==> src/hw/rtl/lspg_pkg.sv <==
// shared constants, types and structs of the led strip pattern generator
package lspg_pkg;

  // strip and field sizes
  localparam int LED_LIMIT = 64;
  localparam int IDX_W     = 6;
  localparam int CNT_W     = 7;
  localparam int COL_W     = 8;
  localparam int PCT_W     = 7;
  localparam int MODE_W    = 2;
  localparam int LVL_W     = 5;
  localparam int HUE_W     = 9;

  // effect constants
  localparam int BREATH_STEPS = 20;
  localparam int PCT_MAX      = 100;
  localparam int COL_MAX      = 255;
  localparam int HUE_DEG      = 360;
  localparam int HUE_STEP     = 2;
  localparam int HUE_FRAC     = 256;
  localparam int SEC_DEG      = 60;
  localparam int HUE_FULL     = HUE_DEG * HUE_FRAC;
  localparam int HUE_SECTOR   = SEC_DEG * HUE_FRAC;
  localparam int HPOS_W       = 17;
  localparam int SREM_W       = 14;
  localparam int SEC_W        = 3;

  // shared divider
  localparam int DVD_W     = 23;
  localparam int DVS_W     = 7;
  localparam int DIV_CNT_W = $clog2(DVD_W);

  // configuration port
  localparam int ADDR_W = 5;
  localparam int DATA_W = 32;
  localparam int RIDX_W = 3;

  typedef enum logic [MODE_W-1:0] {
    MODE_SOLID   = 2'd0,
    MODE_BREATH  = 2'd1,
    MODE_RAINBOW = 2'd2,
    MODE_CHASE   = 2'd3
  } mode_e;

  typedef enum logic [RIDX_W-1:0] {
    REG_MODE       = 3'd0,
    REG_BASE_RED   = 3'd1,
    REG_BASE_GREEN = 3'd2,
    REG_BASE_BLUE  = 3'd3,
    REG_BRIGHTNESS = 3'd4,
    REG_NUM_LEDS   = 3'd5
  } reg_e;

  typedef struct packed {
    mode_e            mode;
    logic [COL_W-1:0] base_red;
    logic [COL_W-1:0] base_green;
    logic [COL_W-1:0] base_blue;
    logic [PCT_W-1:0] brightness_percent;
    logic [CNT_W-1:0] num_leds;
  } cfg_t;

  typedef struct packed {
    logic             start;
    logic [DVD_W-1:0] dividend;
    logic [DVS_W-1:0] divisor;
  } div_req_t;

  typedef struct packed {
    logic             done;
    logic [DVD_W-1:0] quotient;
    logic [DVS_W-1:0] remainder;
  } div_rsp_t;

endpackage

==> src/hw/rtl/lspg_if.sv <==
// stream interfaces for frame ticks in and led colours out
interface lspg_in_if
  import lspg_pkg::*;
();
  logic valid;
  logic ready;
  logic frame_tick;

  modport source (output valid, output frame_tick, input ready);
  modport sink   (input valid, input frame_tick, output ready);
endinterface

interface lspg_out_if
  import lspg_pkg::*;
();
  logic             valid;
  logic             ready;
  logic [IDX_W-1:0] led_index;
  logic [COL_W-1:0] red;
  logic [COL_W-1:0] green;
  logic [COL_W-1:0] blue;
  logic             frame_last;

  modport source (output valid, output led_index, output red, output green, output blue,
                  output frame_last, input ready);
  modport sink   (input valid, input led_index, input red, input green, input blue,
                  input frame_last, output ready);
endinterface

==> src/hw/rtl/lspg_cfg.sv <==
// apb-style configuration register file
module lspg_cfg
  import lspg_pkg::*;
(
  input  logic              clk_i,
  input  logic              rst_ni,
  input  logic              psel,
  input  logic              penable,
  input  logic              pwrite,
  input  logic [ADDR_W-1:0] paddr,
  input  logic [DATA_W-1:0] pwdata,
  output logic [DATA_W-1:0] prdata,
  output logic              pready,
  output cfg_t              cfg_o
);

  cfg_t cfg_q, cfg_d;
  reg_e ridx;
  logic wr_en;

  assign ridx   = reg_e'(paddr[ADDR_W-1:2]);
  assign wr_en  = psel & penable & pwrite;
  assign pready = 1'b1;
  assign cfg_o  = cfg_q;

  always_comb begin
    cfg_d = cfg_q;
    if (wr_en) begin
      unique case (ridx)
        REG_MODE:       cfg_d.mode               = mode_e'(pwdata[MODE_W-1:0]);
        REG_BASE_RED:   cfg_d.base_red           = pwdata[COL_W-1:0];
        REG_BASE_GREEN: cfg_d.base_green         = pwdata[COL_W-1:0];
        REG_BASE_BLUE:  cfg_d.base_blue          = pwdata[COL_W-1:0];
        REG_BRIGHTNESS: cfg_d.brightness_percent = pwdata[PCT_W-1:0];
        REG_NUM_LEDS:   cfg_d.num_leds           = pwdata[CNT_W-1:0];
        default: ;
      endcase
    end
  end

  always_comb begin
    unique case (ridx)
      REG_MODE:       prdata = DATA_W'(cfg_q.mode);
      REG_BASE_RED:   prdata = DATA_W'(cfg_q.base_red);
      REG_BASE_GREEN: prdata = DATA_W'(cfg_q.base_green);
      REG_BASE_BLUE:  prdata = DATA_W'(cfg_q.base_blue);
      REG_BRIGHTNESS: prdata = DATA_W'(cfg_q.brightness_percent);
      REG_NUM_LEDS:   prdata = DATA_W'(cfg_q.num_leds);
      default:        prdata = '0;
    endcase
  end

  always_ff @(posedge clk_i or negedge rst_ni) begin
    if (!rst_ni) begin
      cfg_q.mode               <= MODE_SOLID;
      cfg_q.base_red           <= '0;
      cfg_q.base_green         <= '0;
      cfg_q.base_blue          <= '0;
      cfg_q.brightness_percent <= PCT_W'(PCT_MAX);
      cfg_q.num_leds           <= CNT_W'(8);
    end else begin
      cfg_q <= cfg_d;
    end
  end

endmodule

==> src/hw/rtl/lspg_div.sv <==
// shared restoring divider, one quotient bit per cycle
module lspg_div
  import lspg_pkg::*;
(
  input  logic     clk_i,
  input  logic     rst_ni,
  input  div_req_t req_i,
  output div_rsp_t rsp_o
);

  logic                 busy_q, busy_d;
  logic                 done_q, done_d;
  logic [DIV_CNT_W-1:0] cnt_q, cnt_d;
  logic [DVD_W-1:0]     quo_q, quo_d;
  logic [DVS_W-1:0]     rem_q, rem_d;
  logic [DVS_W-1:0]     dvs_q, dvs_d;
  logic [DVS_W:0]       trial;
  logic                 fits;

  // shift the next dividend bit into the partial remainder
  assign trial = {rem_q, quo_q[DVD_W-1]};
  assign fits  = trial >= {1'b0, dvs_q};

  always_comb begin
    busy_d = busy_q;
    done_d = 1'b0;
    cnt_d  = cnt_q;
    quo_d  = quo_q;
    rem_d  = rem_q;
    dvs_d  = dvs_q;
    if (req_i.start) begin
      busy_d = 1'b1;
      cnt_d  = DIV_CNT_W'(DVD_W - 1);
      quo_d  = req_i.dividend;
      rem_d  = '0;
      dvs_d  = req_i.divisor;
    end else if (busy_q) begin
      rem_d = fits ? DVS_W'(trial - {1'b0, dvs_q}) : DVS_W'(trial);
      quo_d = {quo_q[DVD_W-2:0], fits};
      cnt_d = cnt_q - 1'b1;
      if (cnt_q == '0) begin
        busy_d = 1'b0;
        done_d = 1'b1;
      end
    end
  end

  always_ff @(posedge clk_i or negedge rst_ni) begin
    if (!rst_ni) begin
      busy_q <= 1'b0;
      done_q <= 1'b0;
      cnt_q  <= '0;
    end else begin
      busy_q <= busy_d;
      done_q <= done_d;
      cnt_q  <= cnt_d;
    end
  end

  always_ff @(posedge clk_i) begin
    quo_q <= quo_d;
    rem_q <= rem_d;
    dvs_q <= dvs_d;
  end

  assign rsp_o.done      = done_q;
  assign rsp_o.quotient  = quo_q;
  assign rsp_o.remainder = rem_q;

endmodule

==> src/hw/rtl/lspg_seq.sv <==
// frame sequencer: effect state, divider operand selection and led output register
module lspg_seq
  import lspg_pkg::*;
(
  input  logic             clk_i,
  input  logic             rst_ni,
  input  cfg_t             cfg_i,
  input  logic             in_valid_i,
  input  logic             in_tick_i,
  output logic             in_ready_o,
  output logic             out_valid_o,
  input  logic             out_ready_i,
  output logic [IDX_W-1:0] led_index_o,
  output logic [COL_W-1:0] red_o,
  output logic [COL_W-1:0] green_o,
  output logic [COL_W-1:0] blue_o,
  output logic             frame_last_o,
  output div_req_t         div_req_o,
  input  div_rsp_t         div_rsp_i
);

  typedef enum logic [3:0] {
    S_IDLE  = 4'b0001,
    S_START = 4'b0010,
    S_WAIT  = 4'b0100,
    S_OUT   = 4'b1000
  } state_e;

  typedef enum logic [2:0] {
    OP_RED   = 3'd0,
    OP_GREEN = 3'd1,
    OP_BLUE  = 3'd2,
    OP_HUE   = 3'd3,
    OP_TINT  = 3'd4,
    OP_FALL  = 3'd5,
    OP_CHASE = 3'd6
  } op_e;

  state_e            state_q, state_d;
  op_e               op_q, op_d;
  logic [IDX_W-1:0]  idx_q, idx_d;
  logic [CNT_W-1:0]  n_q, n_d;
  logic [LVL_W-1:0]  lvl_q, lvl_d;
  logic              rising_q, rising_d;
  logic [HUE_W-1:0]  hue_q, hue_d;
  logic [IDX_W-1:0]  chase_q, chase_d;
  logic [COL_W-1:0]  red_q, red_d, green_q, green_d, blue_q, blue_d;
  logic [SEC_W-1:0]  sec_q, sec_d;
  logic [SREM_W-1:0] srem_q, srem_d;
  logic [COL_W-1:0]  tint_q, tint_d;

  logic [CNT_W-1:0]  n_eff;
  logic [PCT_W-1:0]  pct_eff;
  logic [LVL_W-1:0]  lvl_nx, lvl_cap;
  logic              rising_nx;
  logic [PCT_W-1:0]  scale;
  logic [COL_W-1:0]  base_sel;
  logic [HPOS_W:0]   h_sum;
  logic [HPOS_W-1:0] h_pos;
  logic [SEC_W-1:0]  h_sec;
  logic [SREM_W-1:0] h_rem;
  logic [SREM_W-1:0] fall_span;
  logic [SREM_W+COL_W-1:0] tint_prod, fall_prod;
  logic [HUE_W:0]    hue_sum;
  logic [COL_W-1:0]  quo_col;
  logic              last;
  logic              in_acc;

  // clamp led count and brightness
  always_comb begin
    if (cfg_i.num_leds == '0) n_eff = CNT_W'(1);
    else if (cfg_i.num_leds > CNT_W'(LED_LIMIT)) n_eff = CNT_W'(LED_LIMIT);
    else n_eff = cfg_i.num_leds;
    pct_eff = (cfg_i.brightness_percent > PCT_W'(PCT_MAX)) ? PCT_W'(PCT_MAX)
                                                             : cfg_i.brightness_percent;
  end

  // triangle ramp step of the breathing level
  always_comb begin
    lvl_cap   = (lvl_q > LVL_W'(BREATH_STEPS)) ? LVL_W'(BREATH_STEPS) : lvl_q;
    rising_nx = rising_q;
    if (rising_q) begin
      lvl_nx = lvl_q + 1'b1;
      if (lvl_nx >= LVL_W'(BREATH_STEPS)) begin
        lvl_nx    = LVL_W'(BREATH_STEPS);
        rising_nx = 1'b0;
      end
    end else begin
      lvl_nx = (lvl_cap == '0) ? '0 : lvl_cap - 1'b1;
      if (lvl_nx == '0) rising_nx = 1'b1;
    end
  end

  // hue of the current led and its sextant
  always_comb begin
    h_sum = {1'b0, hue_q, 8'b0} + (HPOS_W+1)'(div_rsp_i.quotient[HPOS_W-1:0]);
    h_pos = (h_sum >= (HPOS_W+1)'(HUE_FULL)) ? HPOS_W'(h_sum - (HPOS_W+1)'(HUE_FULL))
                                            : HPOS_W'(h_sum);
    if (h_pos >= HPOS_W'(5 * HUE_SECTOR)) begin
      h_sec = 3'd5;
      h_rem = SREM_W'(h_pos - HPOS_W'(5 * HUE_SECTOR));
    end else if (h_pos >= HPOS_W'(4 * HUE_SECTOR)) begin
      h_sec = 3'd4;
      h_rem = SREM_W'(h_pos - HPOS_W'(4 * HUE_SECTOR));
    end else if (h_pos >= HPOS_W'(3 * HUE_SECTOR)) begin
      h_sec = 3'd3;
      h_rem = SREM_W'(h_pos - HPOS_W'(3 * HUE_SECTOR));
    end else if (h_pos >= HPOS_W'(2 * HUE_SECTOR)) begin
      h_sec = 3'd2;
      h_rem = SREM_W'(h_pos - HPOS_W'(2 * HUE_SECTOR));
    end else if (h_pos >= HPOS_W'(HUE_SECTOR)) begin
      h_sec = 3'd1;
      h_rem = SREM_W'(h_pos - HPOS_W'(HUE_SECTOR));
    end else begin
      h_sec = 3'd0;
      h_rem = SREM_W'(h_pos);
    end
  end

  // divider operands; x/15360 is taken as (x/256)/60
  always_comb begin
    scale     = (cfg_i.mode == MODE_BREATH) ? PCT_W'(lvl_q) : pct_eff;
    fall_span = SREM_W'(HUE_SECTOR) - srem_q;
    tint_prod = {srem_q, 8'b0} - (SREM_W+COL_W)'(srem_q);
    fall_prod = {fall_span, 8'b0} - (SREM_W+COL_W)'(fall_span);
    case (op_q)
      OP_GREEN: base_sel = cfg_i.base_green;
      OP_BLUE:  base_sel = cfg_i.base_blue;
      default:  base_sel = cfg_i.base_red;
    endcase
    div_req_o.start = (state_q == S_START);
    case (op_q)
      OP_RED, OP_GREEN, OP_BLUE: begin
        div_req_o.dividend = DVD_W'(base_sel) * DVD_W'(scale);
        div_req_o.divisor  = (cfg_i.mode == MODE_BREATH) ? DVS_W'(BREATH_STEPS)
                                                         : DVS_W'(PCT_MAX);
      end
      OP_HUE: begin
        div_req_o.dividend = DVD_W'(idx_q) * DVD_W'(HUE_FULL);
        div_req_o.divisor  = n_q;
      end
      OP_TINT: begin
        div_req_o.dividend = DVD_W'(tint_prod[SREM_W+COL_W-1:8]);
        div_req_o.divisor  = DVS_W'(SEC_DEG);
      end
      OP_FALL: begin
        div_req_o.dividend = DVD_W'(fall_prod[SREM_W+COL_W-1:8]);
        div_req_o.divisor  = DVS_W'(SEC_DEG);
      end
      default: begin
        div_req_o.dividend = DVD_W'(chase_q) + DVD_W'(1);
        div_req_o.divisor  = n_q;
      end
    endcase
  end

  assign quo_col = div_rsp_i.quotient[COL_W-1:0];
  assign last    = ((CNT_W'(idx_q) + 1'b1) == n_q);
  assign in_acc  = in_valid_i && (state_q == S_IDLE);
  assign hue_sum = {1'b0, hue_q} + (HUE_W+1)'(HUE_STEP);

  always_comb begin
    state_d  = state_q;
    op_d     = op_q;
    idx_d    = idx_q;
    n_d      = n_q;
    lvl_d    = lvl_q;
    rising_d = rising_q;
    hue_d    = hue_q;
    chase_d  = chase_q;
    red_d    = red_q;
    green_d  = green_q;
    blue_d   = blue_q;
    sec_d    = sec_q;
    srem_d   = srem_q;
    tint_d   = tint_q;
    unique case (state_q)
      S_IDLE: begin
        if (in_acc && in_tick_i) begin
          n_d   = n_eff;
          idx_d = '0;
          case (cfg_i.mode)
            MODE_SOLID: begin
              op_d    = OP_RED;
              state_d = S_START;
            end
            MODE_BREATH: begin
              lvl_d    = lvl_nx;
              rising_d = rising_nx;
              op_d     = OP_RED;
              state_d  = S_START;
            end
            MODE_RAINBOW: begin
              op_d    = OP_HUE;
              state_d = S_START;
            end
            default: state_d = S_OUT;
          endcase
        end
      end
      S_START: state_d = S_WAIT;
      S_WAIT: begin
        if (div_rsp_i.done) begin
          case (op_q)
            OP_RED: begin
              red_d   = quo_col;
              op_d    = OP_GREEN;
              state_d = S_START;
            end
            OP_GREEN: begin
              green_d = quo_col;
              op_d    = OP_BLUE;
              state_d = S_START;
            end
            OP_BLUE: begin
              blue_d  = quo_col;
              state_d = S_OUT;
            end
            OP_HUE: begin
              sec_d   = h_sec;
              srem_d  = h_rem;
              op_d    = OP_TINT;
              state_d = S_START;
            end
            OP_TINT: begin
              tint_d  = quo_col;
              op_d    = OP_FALL;
              state_d = S_START;
            end
            OP_FALL: begin
              // full-saturation hsv sextants, fall value is the quotient
              case (sec_q)
                3'd0: begin red_d = COL_W'(COL_MAX); green_d = tint_q; blue_d = '0; end
                3'd1: begin red_d = quo_col; green_d = COL_W'(COL_MAX); blue_d = '0; end
                3'd2: begin red_d = '0; green_d = COL_W'(COL_MAX); blue_d = tint_q; end
                3'd3: begin red_d = '0; green_d = quo_col; blue_d = COL_W'(COL_MAX); end
                3'd4: begin red_d = tint_q; green_d = '0; blue_d = COL_W'(COL_MAX); end
                default: begin red_d = COL_W'(COL_MAX); green_d = '0; blue_d = quo_col; end
              endcase
              state_d = S_OUT;
            end
            default: begin
              chase_d = div_rsp_i.remainder[IDX_W-1:0];
              state_d = S_IDLE;
            end
          endcase
        end
      end
      S_OUT: begin
        if (out_ready_i) begin
          if (last) begin
            case (cfg_i.mode)
              MODE_RAINBOW: begin
                hue_d   = (hue_sum >= (HUE_W+1)'(HUE_DEG))
                          ? HUE_W'(hue_sum - (HUE_W+1)'(HUE_DEG)) : HUE_W'(hue_sum);
                state_d = S_IDLE;
              end
              MODE_CHASE: begin
                op_d    = OP_CHASE;
                state_d = S_START;
              end
              default: state_d = S_IDLE;
            endcase
          end else begin
            idx_d = idx_q + 1'b1;
            if (cfg_i.mode == MODE_RAINBOW) begin
              op_d    = OP_HUE;
              state_d = S_START;
            end
          end
        end
      end
      default: state_d = S_IDLE;
    endcase
  end

  always_ff @(posedge clk_i or negedge rst_ni) begin
    if (!rst_ni) begin
      state_q  <= S_IDLE;
      op_q     <= OP_RED;
      idx_q    <= '0;
      n_q      <= CNT_W'(1);
      lvl_q    <= '0;
      rising_q <= 1'b1;
      hue_q    <= '0;
      chase_q  <= '0;
    end else begin
      state_q  <= state_d;
      op_q     <= op_d;
      idx_q    <= idx_d;
      n_q      <= n_d;
      lvl_q    <= lvl_d;
      rising_q <= rising_d;
      hue_q    <= hue_d;
      chase_q  <= chase_d;
    end
  end

  always_ff @(posedge clk_i) begin
    red_q   <= red_d;
    green_q <= green_d;
    blue_q  <= blue_d;
    sec_q   <= sec_d;
    srem_q  <= srem_d;
    tint_q  <= tint_d;
  end

  // chase lights only the led at the travelling position
  always_comb begin
    if (cfg_i.mode == MODE_CHASE) begin
      if (idx_q == chase_q) begin
        red_o   = cfg_i.base_red;
        green_o = cfg_i.base_green;
        blue_o  = cfg_i.base_blue;
      end else begin
        red_o   = '0;
        green_o = '0;
        blue_o  = '0;
      end
    end else begin
      red_o   = red_q;
      green_o = green_q;
      blue_o  = blue_q;
    end
  end

  assign in_ready_o   = (state_q == S_IDLE);
  assign out_valid_o  = (state_q == S_OUT);
  assign led_index_o  = idx_q;
  assign frame_last_o = last;

endmodule

==> src/hw/rtl/led_strip_pattern_generator.sv <==
// top level of the led strip pattern generator
//
//   port            dir   handshake            payload
//   tick_i          in    valid/ready          frame_tick
//   led_o           out   valid/ready          led_index, red, green, blue, frame_last
//   apb (psel...)   in    psel/penable/pready  paddr, pwdata, prdata
//
// a tick transaction with frame_tick low is taken while idle and changes nothing
// solid and breathing: three divider passes per frame, then one led a cycle while led_o.ready
// is high; rainbow: three divider passes per led; chase: one led a cycle while led_o.ready
// is high, then one divider pass for the position wrap on the 23-step shared divider
// tick_i.ready is low for the whole frame; a stalled led_o holds its colour and index
// rst_ni clears control and effect phases at once, no clearing pass
module led_strip_pattern_generator
  import lspg_pkg::*;
(
  input  logic              clk_i,
  input  logic              rst_ni,
  lspg_in_if.sink           tick_i,
  lspg_out_if.source        led_o,
  input  logic              psel,
  input  logic              penable,
  input  logic              pwrite,
  input  logic [ADDR_W-1:0] paddr,
  input  logic [DATA_W-1:0] pwdata,
  output logic [DATA_W-1:0] prdata,
  output logic              pready
);

  cfg_t     cfg;
  div_req_t div_req;
  div_rsp_t div_rsp;

  // register file; the user must write it only between frames, the block does not enforce this
  lspg_cfg u_cfg (
    .clk_i   (clk_i),
    .rst_ni  (rst_ni),
    .psel    (psel),
    .penable (penable),
    .pwrite  (pwrite),
    .paddr   (paddr),
    .pwdata  (pwdata),
    .prdata  (prdata),
    .pready  (pready),
    .cfg_o   (cfg)
  );

  // shared divider: colour scaling, hue spread, sextant ramps and chase wrap
  lspg_div u_div (
    .clk_i  (clk_i),
    .rst_ni (rst_ni),
    .req_i  (div_req),
    .rsp_o  (div_rsp)
  );

  // sequencer owns the effect phases and the led output register
  lspg_seq u_seq (
    .clk_i        (clk_i),
    .rst_ni       (rst_ni),
    .cfg_i        (cfg),
    .in_valid_i   (tick_i.valid),
    .in_tick_i    (tick_i.frame_tick),
    .in_ready_o   (tick_i.ready),
    .out_valid_o  (led_o.valid),
    .out_ready_i  (led_o.ready),
    .led_index_o  (led_o.led_index),
    .red_o        (led_o.red),
    .green_o      (led_o.green),
    .blue_o       (led_o.blue),
    .frame_last_o (led_o.frame_last),
    .div_req_o    (div_req),
    .div_rsp_i    (div_rsp)
  );

endmodule
==> src/flat_wrapper.sv <==
// flat-port wrapper written by rule: the top's interface ports become plain ports
module led_strip_pattern_generator_flat import lspg_pkg::*;
  (clk_i, rst_ni, psel, penable, pwrite, paddr, pwdata, prdata, pready, tick_i_valid, tick_i_frame_tick, tick_i_ready, led_o_valid, led_o_led_index, led_o_red, led_o_green, led_o_blue, led_o_frame_last, led_o_ready);
  lspg_in_if tick_i_i ();
  lspg_out_if led_o_i ();
  input  logic clk_i;
  input  logic rst_ni;
  input  logic psel;
  input  logic penable;
  input  logic pwrite;
  input  logic [ADDR_W-1:0] paddr;
  input  logic [DATA_W-1:0] pwdata;
  output logic [DATA_W-1:0] prdata;
  output logic pready;
  input wire logic [$bits(tick_i_i.valid)-1:0] tick_i_valid;
  input wire logic [$bits(tick_i_i.frame_tick)-1:0] tick_i_frame_tick;
  output wire logic [$bits(tick_i_i.ready)-1:0] tick_i_ready;
  output wire logic [$bits(led_o_i.valid)-1:0] led_o_valid;
  output wire logic [$bits(led_o_i.led_index)-1:0] led_o_led_index;
  output wire logic [$bits(led_o_i.red)-1:0] led_o_red;
  output wire logic [$bits(led_o_i.green)-1:0] led_o_green;
  output wire logic [$bits(led_o_i.blue)-1:0] led_o_blue;
  output wire logic [$bits(led_o_i.frame_last)-1:0] led_o_frame_last;
  input wire logic [$bits(led_o_i.ready)-1:0] led_o_ready;
  assign tick_i_i.valid = tick_i_valid;
  assign tick_i_i.frame_tick = tick_i_frame_tick;
  assign tick_i_ready = tick_i_i.ready;
  assign led_o_valid = led_o_i.valid;
  assign led_o_led_index = led_o_i.led_index;
  assign led_o_red = led_o_i.red;
  assign led_o_green = led_o_i.green;
  assign led_o_blue = led_o_i.blue;
  assign led_o_frame_last = led_o_i.frame_last;
  assign led_o_i.ready = led_o_ready;
  led_strip_pattern_generator u_core (.clk_i(clk_i), .rst_ni(rst_ni), .tick_i(tick_i_i), .led_o(led_o_i), .psel(psel), .penable(penable), .pwrite(pwrite), .paddr(paddr), .pwdata(pwdata), .prdata(prdata), .pready(pready));
endmodule
==> config.mk <==
export PLATFORM = sky130hd
export DESIGN_NAME = led_strip_pattern_generator_flat
export DESIGN_NICKNAME = d
export VERILOG_FILES = /design/src/hw/rtl/lspg_pkg.sv /design/src/hw/rtl/lspg_if.sv /design/src/hw/rtl/lspg_cfg.sv /design/src/hw/rtl/lspg_div.sv /design/src/hw/rtl/lspg_seq.sv /design/src/hw/rtl/led_strip_pattern_generator.sv /design/src/flat_wrapper.sv
export SDC_FILE = /design/constraint.sdc
export NUM_CORES = 1
export LEC_CHECK = 0
export BUFFER_PORTS_ARGS = -buffer_cell sky130_fd_sc_hd__buf_2
export CORE_ASPECT_RATIO = 0.6
export CORE_MARGIN = 2
export CORE_UTILIZATION = 35
export DETAILED_ROUTE_END_ITERATION = 10
export GPL_TIMING_DRIVEN = 0
export MAX_ROUTING_LAYER = met4
export PLACE_DENSITY_LB_ADDON = 0.08
export SYNTH_ARGS = -nofsm -noshare
export SYNTH_HDL_FRONTEND = slang
export SYNTH_SLANG_ARGS = --single-unit
==> constraint.sdc <==
create_clock -name clk_i -period 17 [get_ports clk_i]
set_input_delay 3.4 -clock clk_i [delete_from_list [all_inputs] [get_ports clk_i]]
set_output_delay 3.4 -clock clk_i [all_outputs]
set_load 0.05 [all_outputs]
==> summary.md, run 1 <==
| Metric | Value |
|---|---|
| Status | complete, no violations |
| Residual DRC | 0 |
| Post-CTS Setup Bufs | 0 |
| Arrival @ worst endpoint | about 5.6 ns |
| Vias | around 12000 |
| Leakage | roughly 0.007 uW |
| Final nets | 1862 |
| Startpoint Class | primary input |
| PostCTS Resize Cnt | 0 |
| Initial drt markers | between 1000 and 1500 |
| First-pass GRT wire length | 72150 um |
| Drt wl/cell | roughly 21 um |
| Setup WS post-layout | about 8.0 ns |
| Placed wire-length estimate | between 30000 and 40000 um |
| WP data required | around 14 ns |
| Most frequent cells in the layout | nor2_1 (162), inv_1 (113), ha_1 (102) |
| Die area | 42740 um2 |
| Pre-CTS setup slack | approximately 8.1 ns |
| Post-synth EDFFs | between 70 and 80 |
| Final period util | 0.5287 |
| Total core area | 40440 um2 |
| Clock sink count | around 170 |
| Final setup TNS | 0 ns |
| FILL cells | between 4000 and 5000 |
| ANT nets after route | 0 |
| CTS Hold Buffers Added | 0 |
| Largest stage delay on the critical path | 0.64 ns |
| Synth Register Bits | ~170 |
| Clock Path Buffers | 2 |
| Clock Skew | ~0.014 ns |
| Syn. warnings | 0 |
| Mapped Avg Cell Area | approximately 9.1 um2 |
| Vias in the first global route | approximately 12000 |
| # setup viols final | 0 |
| Slew Limit Fails | 0 |
| Post-layout minimum cycle time | around 9.0 ns |
| Layout cells sized above 1 | 0.1419 |
| Die width | between 200 and 300 um |
| Routed WL | ~47000 um |
| Routability congestion estimate | around 0.92 |
| Maximum VDD drop | slightly below 0.07 mV |
| Initial Util | 0.3553 |
| CTS Buf Count | 17 |
| Part of the Yosys area used for sequential elements | 0.3270 |
| F_max | around 0.11 GHz |
| Relative slew slack | 0.1238 |
| Multi-input gate area | 8907 um2 |
| CTS tree | yes |
| Most common cell after layout, fill and taps aside | nor2_1 |
| Prevailing post-synth register cell | dfrtp_1 |
| Worst path slowest cell | buf_1 |
| Root buf cell | clkbuf_16 |
| Clk slew on worst S/H paths | 0.08 ns |
| Initial antenna violation count | 1 |
| Vias/cell | between 5 and 6 |
| FP Rows | 57 |
| Synth async-reset ratio | 0.5029 |
| Clk_lat worst skew | 0.46 ns |
| GRT Overall Usage | 0.2298 |
| Register area | around 4700 um2 |
| Die height | about 160 um |
| Worst path cell trace | buf_2 -> buf_1 -> buf_1 -> mux2i_1 -> o221ai_1 -> buf_2 |
| Crit. End Element | output port |
| Final Hold Viols | 0 |
| Area grow syn2layout | 11.96% |
| TritonRoute pass-1 iters | 7 |
| Cells after synthesis | 1574 |
| Kind of critical path | in -> out |
| Worst Max-Slew Pin Slew | approximately 1.3 ns |
| # port buffers | 59 |
| Hold WC Path Type | reg -> reg |
| Gr ovfl total | 0 |
| Largest net degree at the start of global routing | 62 |
| Post-synth cell types | 105 |
| RSZ-0062 raised after global routing | no |
| H-tree depth | 4 |
| Max cap viols | 0 |
| I/O pin total | between 100 and 150 |
| Pwr/cell area | around 170 nW/um2 |
| Netlist Area Pre-Place | between 10000 and 15000 um2 |
| Antenna diode count | 0 |
| Critical path peak fanout | 10 |
power breakdown:
group          leakage [uW]  internal (uW)  total (uW)  switching, uW
sequential          0.00191            578         700            123
combinational       0.00479            594        1550            952
clock              0.000285            217         416            199
cells in the mapped netlist, types with 6 or more instances:
library cell / number / area share
inv_1: 113 / 0.030
nor2_1: 163 / 0.043
clkbuf_1: 51 / 0.013
edfxtp_1: 79 / 0.17
a31oi_1: 11 / 0.0048
nand4_1: 12 / 0.0052
dfstp_2: 7 / 0.013
mux2_2: 52 / 0.041
dfxtp_1: 7 / 0.0098
nor4_1: 9 / 0.0039
o221ai_1: 9 / 0.0055
dfrtp_1: 80 / 0.14
and3_1: 12 / 0.0052
nand2_1: 97 / 0.025
o211ai_1: 7 / 0.0037
a211oi_1: 10 / 0.0052
o31ai_1: 12 / 0.0063
and2_1: 7 / 0.0030
o22ai_1: 32 / 0.014
nand2b_1: 28 / 0.012
nor3_1: 44 / 0.015
a22o_1: 32 / 0.020
a21oi_1: 85 / 0.030
ha_1: 102 / 0.089
a221oi_1: 6 / 0.0037
fa_1: 37 / 0.052
o21ai_0: 82 / 0.029
a21o_1: 14 / 0.0073
buf_4: 26 / 0.014
o21a_1: 14 / 0.0073
mux2i_1: 14 / 0.0098
xor2_1: 35 / 0.021
nor2b_1: 13 / 0.0057
or3_1: 14 / 0.0061
a22oi_1: 14 / 0.0073
o21ai_1: 14 / 0.0049
or2_2: 17 / 0.0074
nand3_1: 40 / 0.014
xnor2_1: 60 / 0.037
worst paths after layout:
path | startpoint | slack (ns) | cells past startpoint | endpoint
worst max-delay path | paddr[2] | 8.01 | 6 | prdata[6]
worst min-delay path | u_core.u_div.rem_q[6]$_SDFFE_PP0P_ | 0.49 | 2 | u_core.u_div.rem_q[6]$_SDFFE_PP0P_
worst max register to register | u_core.u_seq.op_q[1]$_DFFE_PN0P_ | 10.13 | 21 | u_core.u_div.quo_q[14]$_DFFE_PP_
worst min register to register | u_core.u_div.rem_q[6]$_SDFFE_PP0P_ | 0.49 | 2 | u_core.u_div.rem_q[6]$_SDFFE_PP0P_
max in group asynchronous | rst_ni | 13.32 | 2 | u_core.u_seq.state_q[0]$_DFFE_PN1P_
min in group asynchronous | rst_ni | 2.91 | 1 | u_core.u_cfg.cfg_o[14]$_DFFE_PN0P_
cells by family (layout without fill, tap and decap cells):
family	Yosys count	count (layout)	synth area share
other	2	25	0.0005227
AND/OR/NAND/NOR	483	483	0.1614
multiplexers	68	68	0.05364
XOR/XNOR	97	97	0.06017
AO/OA/AOI/OAI	410	410	0.1957
flip-flops	173	173	0.3270
adder cells (fa/ha/maj)	140	140	0.1411
buffers and inverters	201	295	0.06052
layout make-up:
class                   count  share of cell area
clock inverters            13            0.009099
multi-input cells        1223              0.5537
well taps                 531             0.04130
flip-flops and latches    173              0.2920
inverters                 115             0.02683
plain buffers              86             0.02722
clock buffers              19             0.02823
repair buffers             62             0.02162
registers in the layout (all words and copies together) (netlist names):
signal,cells
u_core.u_seq.red_q,8
u_core.u_seq.rising_q,1
u_core.u_div.quo_q,23
u_core.u_seq.blue_q,8
u_core.u_seq.led_index_o,6
u_core.u_seq.sec_q,3
u_core.u_seq.green_q,8
u_core.u_seq.srem_q,14
u_core.u_seq.chase_q,6
u_core.u_seq.hue_q,8
u_core.u_cfg.cfg_o,40
u_core.u_seq.state_q,4
u_core.u_div.done_q,1
u_core.u_seq.n_q,7
u_core.u_div.dvs_q,7
u_core.u_div.rem_q,7
u_core.u_seq.op_q,3
u_core.u_seq.tint_q,8
u_core.u_seq.lvl_q,5
u_core.u_div.busy_q,1
u_core.u_div.cnt_q,5
metrics by stage:
stage | hold slack, ns | total power [uW] | std cells | cell area, um2 | utilization
after global routing | 0.5131 | 2889 | 2222 | 16090 | 0.3978
after CTS | 0.4807 | 2664 | 2222 | 16080 | 0.3977
after global placement | 0.4616 | 2223 | 2187 | 15410 | 0.3812
final | 0.4850 | 2662 | 2222 | 16090 | 0.3978
after floorplan | 0.4413 | 1804 | 1597 | 14460 | -
after detailed placement | 0.4709 | 2233 | 2190 | 15480 | 0.3829
routing by layer:
metal | vias to the layer above | track usage | share of wire | wire length (um)
met5 | - | - | 0 | 0
met4 | 0 | 0.03243 | 0.0048 | 229
met3 | 15 | 0.04048 | 0.072 | 3434
met2 | 380 | 0.2770 | 0.37 | 17460
met1 | 6136 | 0.3857 | 0.55 | 26250
li1 | 5856 | - | - | -
critical path, delay by kind of cell:
kind	cells	cell delay (ns)
mux	1	0.53
compound gates	1	0.18
buf+inv	4	1.48
No activity file was read; power rests on OpenSTA's default activity.
==> run 2: changes to the inputs <==
Settings changed: ABC_AREA from default to 1.
Clock period 17 ns to 9.15 ns, I/O delays scaled along.
==> run 2 against run 1 <==
  * Cell area about the same
  * Combinational power grew 110%
  * Register-to-register slack got worse by 8.0 ns
  * Sequential cell count stayed put
  * Critical endpoint is now u_core.u_div.quo_q[13]$_DFFE_PP_
==> summary.md, run 2 <==
| Metric | Value |
|---|---|
| First-pass GRT wire length | 74460 um (+3.2%) |
| Placed wire-length estimate | 39920 um (+6.4%) |
| I/O pin total | 111 (unchanged) |
| Util after Layout | 0.3975 (about the same) |
| Cell mode on critical path | inv_1 |
| Arrival @ worst endpoint | 7.25 ns (+1.66 ns) |
| Crit. End Element | flop |
| Clock Skew | 0.01685 ns (+0.003090 ns) |
| Most area-consuming cells after synthesis | edfxtp_1 (16%), dfrtp_1 (14%), nand2_1 (11%) |
| Post-synth EDFFs | 79 (unchanged) |
| Hold WC Path Type | reg -> reg |
| CTS Buf Count | 17 (unchanged) |
| WP data required | 9.36 ns (-4.24 ns) |
| # port buffers | 58 (-1.7%) |
| F_max | between 0.1 and 0.15 GHz |
| Slew Limit Fails | 0 (unchanged) |
| Post-layout minimum cycle time | 7.041 ns |
| Largest net degree at the start of global routing | 68 (+9.7%) |
| PostCTS Resize Cnt | 0 (unchanged) |
| Synth Register Bits | 173 (unchanged) |
| Clk_lat worst skew | 0.47 ns (about the same) |
| Max reg flops | 40 (unchanged) |
| Mapped Avg Cell Area | 7.581 um2 (-17%) |
| Synth async-reset ratio | 0.5029 (unchanged) |
| Count leader, synth | nand2_1 |
| RSZ-0062 raised after global routing | no |
| CP top delay family | adder cells |
| Final nets | 2186 (+17%) |
| Die area | 42850 um2 (+0.24%) |
| Die width | 265.9 um (+0.12%) |
| FP Rows | 57 (unchanged) |
| Netlist Area Pre-Place | 14400 um2 (+0.24%) |
| Die height | 161.1 um (+0.12%) |
| Initial antenna violation count | 0 (-1) |
| Post-route total power | 5333 uW (+100%) |
| Cells after synthesis | 1900 (+21%) |
| Leakage | 0.007728 uW (+11%) |
| Final Hold Viols | 0 (unchanged) |
| Post-synth top cells | nand2_1 (416), inv_1 (281), nor2_1 (178) |
| Worst Max-Slew Pin Slew | 1.252 ns (-0.06196 ns) |
| Largest stage delay on the critical path | 0.58 ns (-0.06 ns) |
| Initial Util | 0.3556 (about the same) |
| Drt wl/cell | 19.11 um (-10%) |
| Layout cells sized above 1 | 0.1092 (-0.03275) |
| Critical path peak fanout | 10 (unchanged) |
| CTS Hold Buffers Added | 0 (unchanged) |
| Post-CTS Setup Bufs | 0 (unchanged) |
| Worst hold slack | 0.5034 ns (+0.01836 ns) |
| Most frequent cells in the layout | nand2_1 (416), inv_1 (281), nor2_1 (177) |
| GRT Overall Usage | 0.2366 (+0.006796) |
| Routed WL | 48650 um (+2.7%) |
| Part of the Yosys area used for sequential elements | 0.3262 (-0.0007953) |
| Vias/cell | 5.186 (-7.0%) |
| Maximum VDD drop | 0.2277 mV (+230%) |
| Pwr/cell area | 331.2 nW/um2 (+100%) |
| Prevailing post-synth register cell | dfrtp_1 |
| Syn. warnings | 0 (unchanged) |
| Final setup TNS | 0 ns (unchanged) |
| Vias in the first global route | 12070 (+4.3%) |
| Clk slew on worst S/H paths | 0.08 ns (about the same) |
| Final period util | 0.7695 |
| Status | complete, no violations |
| Initial drt markers | 1500 (+10%) |
| TritonRoute pass-1 iters | 5 (-2) |
| Relative slew slack | 0.1600 (+0.03615) |
| Worst path slowest cell | fa_1 |
| Gr ovfl total | 0 (unchanged) |
| Clock Path Buffers | 2 (unchanged) |
| CP bufs+invs | 10 (+6) |
| CTS tree | yes |
| Most common cell after layout, fill and taps aside | nand2_1 |
| Antenna diode count | 0 (unchanged) |
| Residual DRC | 0 (unchanged) |
| Synth area leader | edfxtp_1 |
| # setup viols final | 0 (unchanged) |
| Share of the synthesized area in the top cell type | 0.1647 (-0.0004016) |
| Startpoint Class | flop |
| Clock sink count | 173 (unchanged) |
| Vias | 13200 (+6.6%) |
| H-tree depth | 4 (unchanged) |
| Area grow syn2layout | 11.79% |
| Total core area | 40510 um2 (+0.18%) |
| Max cap viols | 0 (unchanged) |
| Root buf cell | clkbuf_16 |
| Post-synth cell types | 61 (-42%) |
| Routability congestion estimate | 0.9291 (+1.1%) |
| Kind of critical path | reg -> reg |
| ANT nets after route | 0 (unchanged) |
-- run 2: cell count changes after synthesis, sizes merged, moves of 20 or more --
cell	previous run	this run
nand3	40	98
inv	114	295
mux2	52	1
nor2	164	184
o21ai	99	187
nand2b	28	0
a22o	32	3
xnor2	62	12
clkbuf	51	27
nand2	97	451
-- run 2: worst paths after layout --
kind	startpoint	endpoint	slack, ns	cells past startpoint
max in group asynchronous	rst_ni	u_core.u_cfg.cfg_o[9]$_DFFE_PN1P_	7.19	2
min in group asynchronous	rst_ni	u_core.u_seq.led_index_o[0]$_DFFE_PN0P_	1.27	1
setup reg to reg	u_core.u_seq.op_q[1]$_DFFE_PN0P_	u_core.u_div.quo_q[13]$_DFFE_PP_	2.11	31
hold reg to reg	u_core.u_cfg.cfg_o[20]$_DFFE_PN0P_	u_core.u_cfg.cfg_o[20]$_DFFE_PN0P_	0.50	2
hold / removal	u_core.u_cfg.cfg_o[20]$_DFFE_PN0P_	u_core.u_cfg.cfg_o[20]$_DFFE_PN0P_	0.50	2
setup / recovery	u_core.u_seq.op_q[1]$_DFFE_PN0P_	u_core.u_div.quo_q[13]$_DFFE_PP_	2.11	31
-- run 2: power breakdown --
part	leakage [uW]	switching, uW	internal (uW)	total [uW]
Combinational	0.00554	2200	1080	3280
Clock	0.000296	397	375	772
Sequential	0.00189	196	1090	1280
-- run 2: worst reg2reg max path: cells and delay by family, from the launching register on --
family                     cells  cell delay [ns]
AOI/OAI and AO/OA              5             1.11
adders and majority gates      5             2.47
buffers and inverters         10             1.12
DFF                            1             0.32
and+or+nand+nor               11             1.76
-- run 2: metal layers --
layer / part of all wire / GRT usage / vias up
li1: - / - / 6456
met1: 0.57 / 0.3999 / 6335
met2: 0.35 / 0.2725 / 392
met3: 0.073 / 0.05031 / 21
met4: 0.0092 / 0.03856 / 0
met5: 0 / - / -
-- run 2: cell families after synthesis --
logic type | share of synthesized area
muxes | 0.0007817
AOI/OAI and AO/OA | 0.1470
and+or+nand+nor | 0.2592
xor gates and xnor gates | 0.02667
buffers and inverters | 0.09963
other | 0.0005214
adders and majority gates | 0.1400
DFF | 0.3262
-- run 2: metrics by stage --
step	cells	worst slack [ns]	instance area, um2
2_1_floorplan	1923	3.374	14490
3_3_place_gp	2512	2.255	15440
3_5_place_dp	2514	2.220	15490
4_1_cts	2546	2.181	16100
5_1_grt	2546	1.605	16100
6_report	2546	2.109	16100
-- run 2: area by class of cell --
type                    instances  area (um2)
flip-flops and latches        173        4698
clock inverters                15       183.9
clock buffers                  17       425.4
multi-input cells            1395        8359
fillers                      4295       24410
inverters                     300        1131
well taps                     531       664.4
plain buffers                  55       304.0
repair buffers                 60       335.3
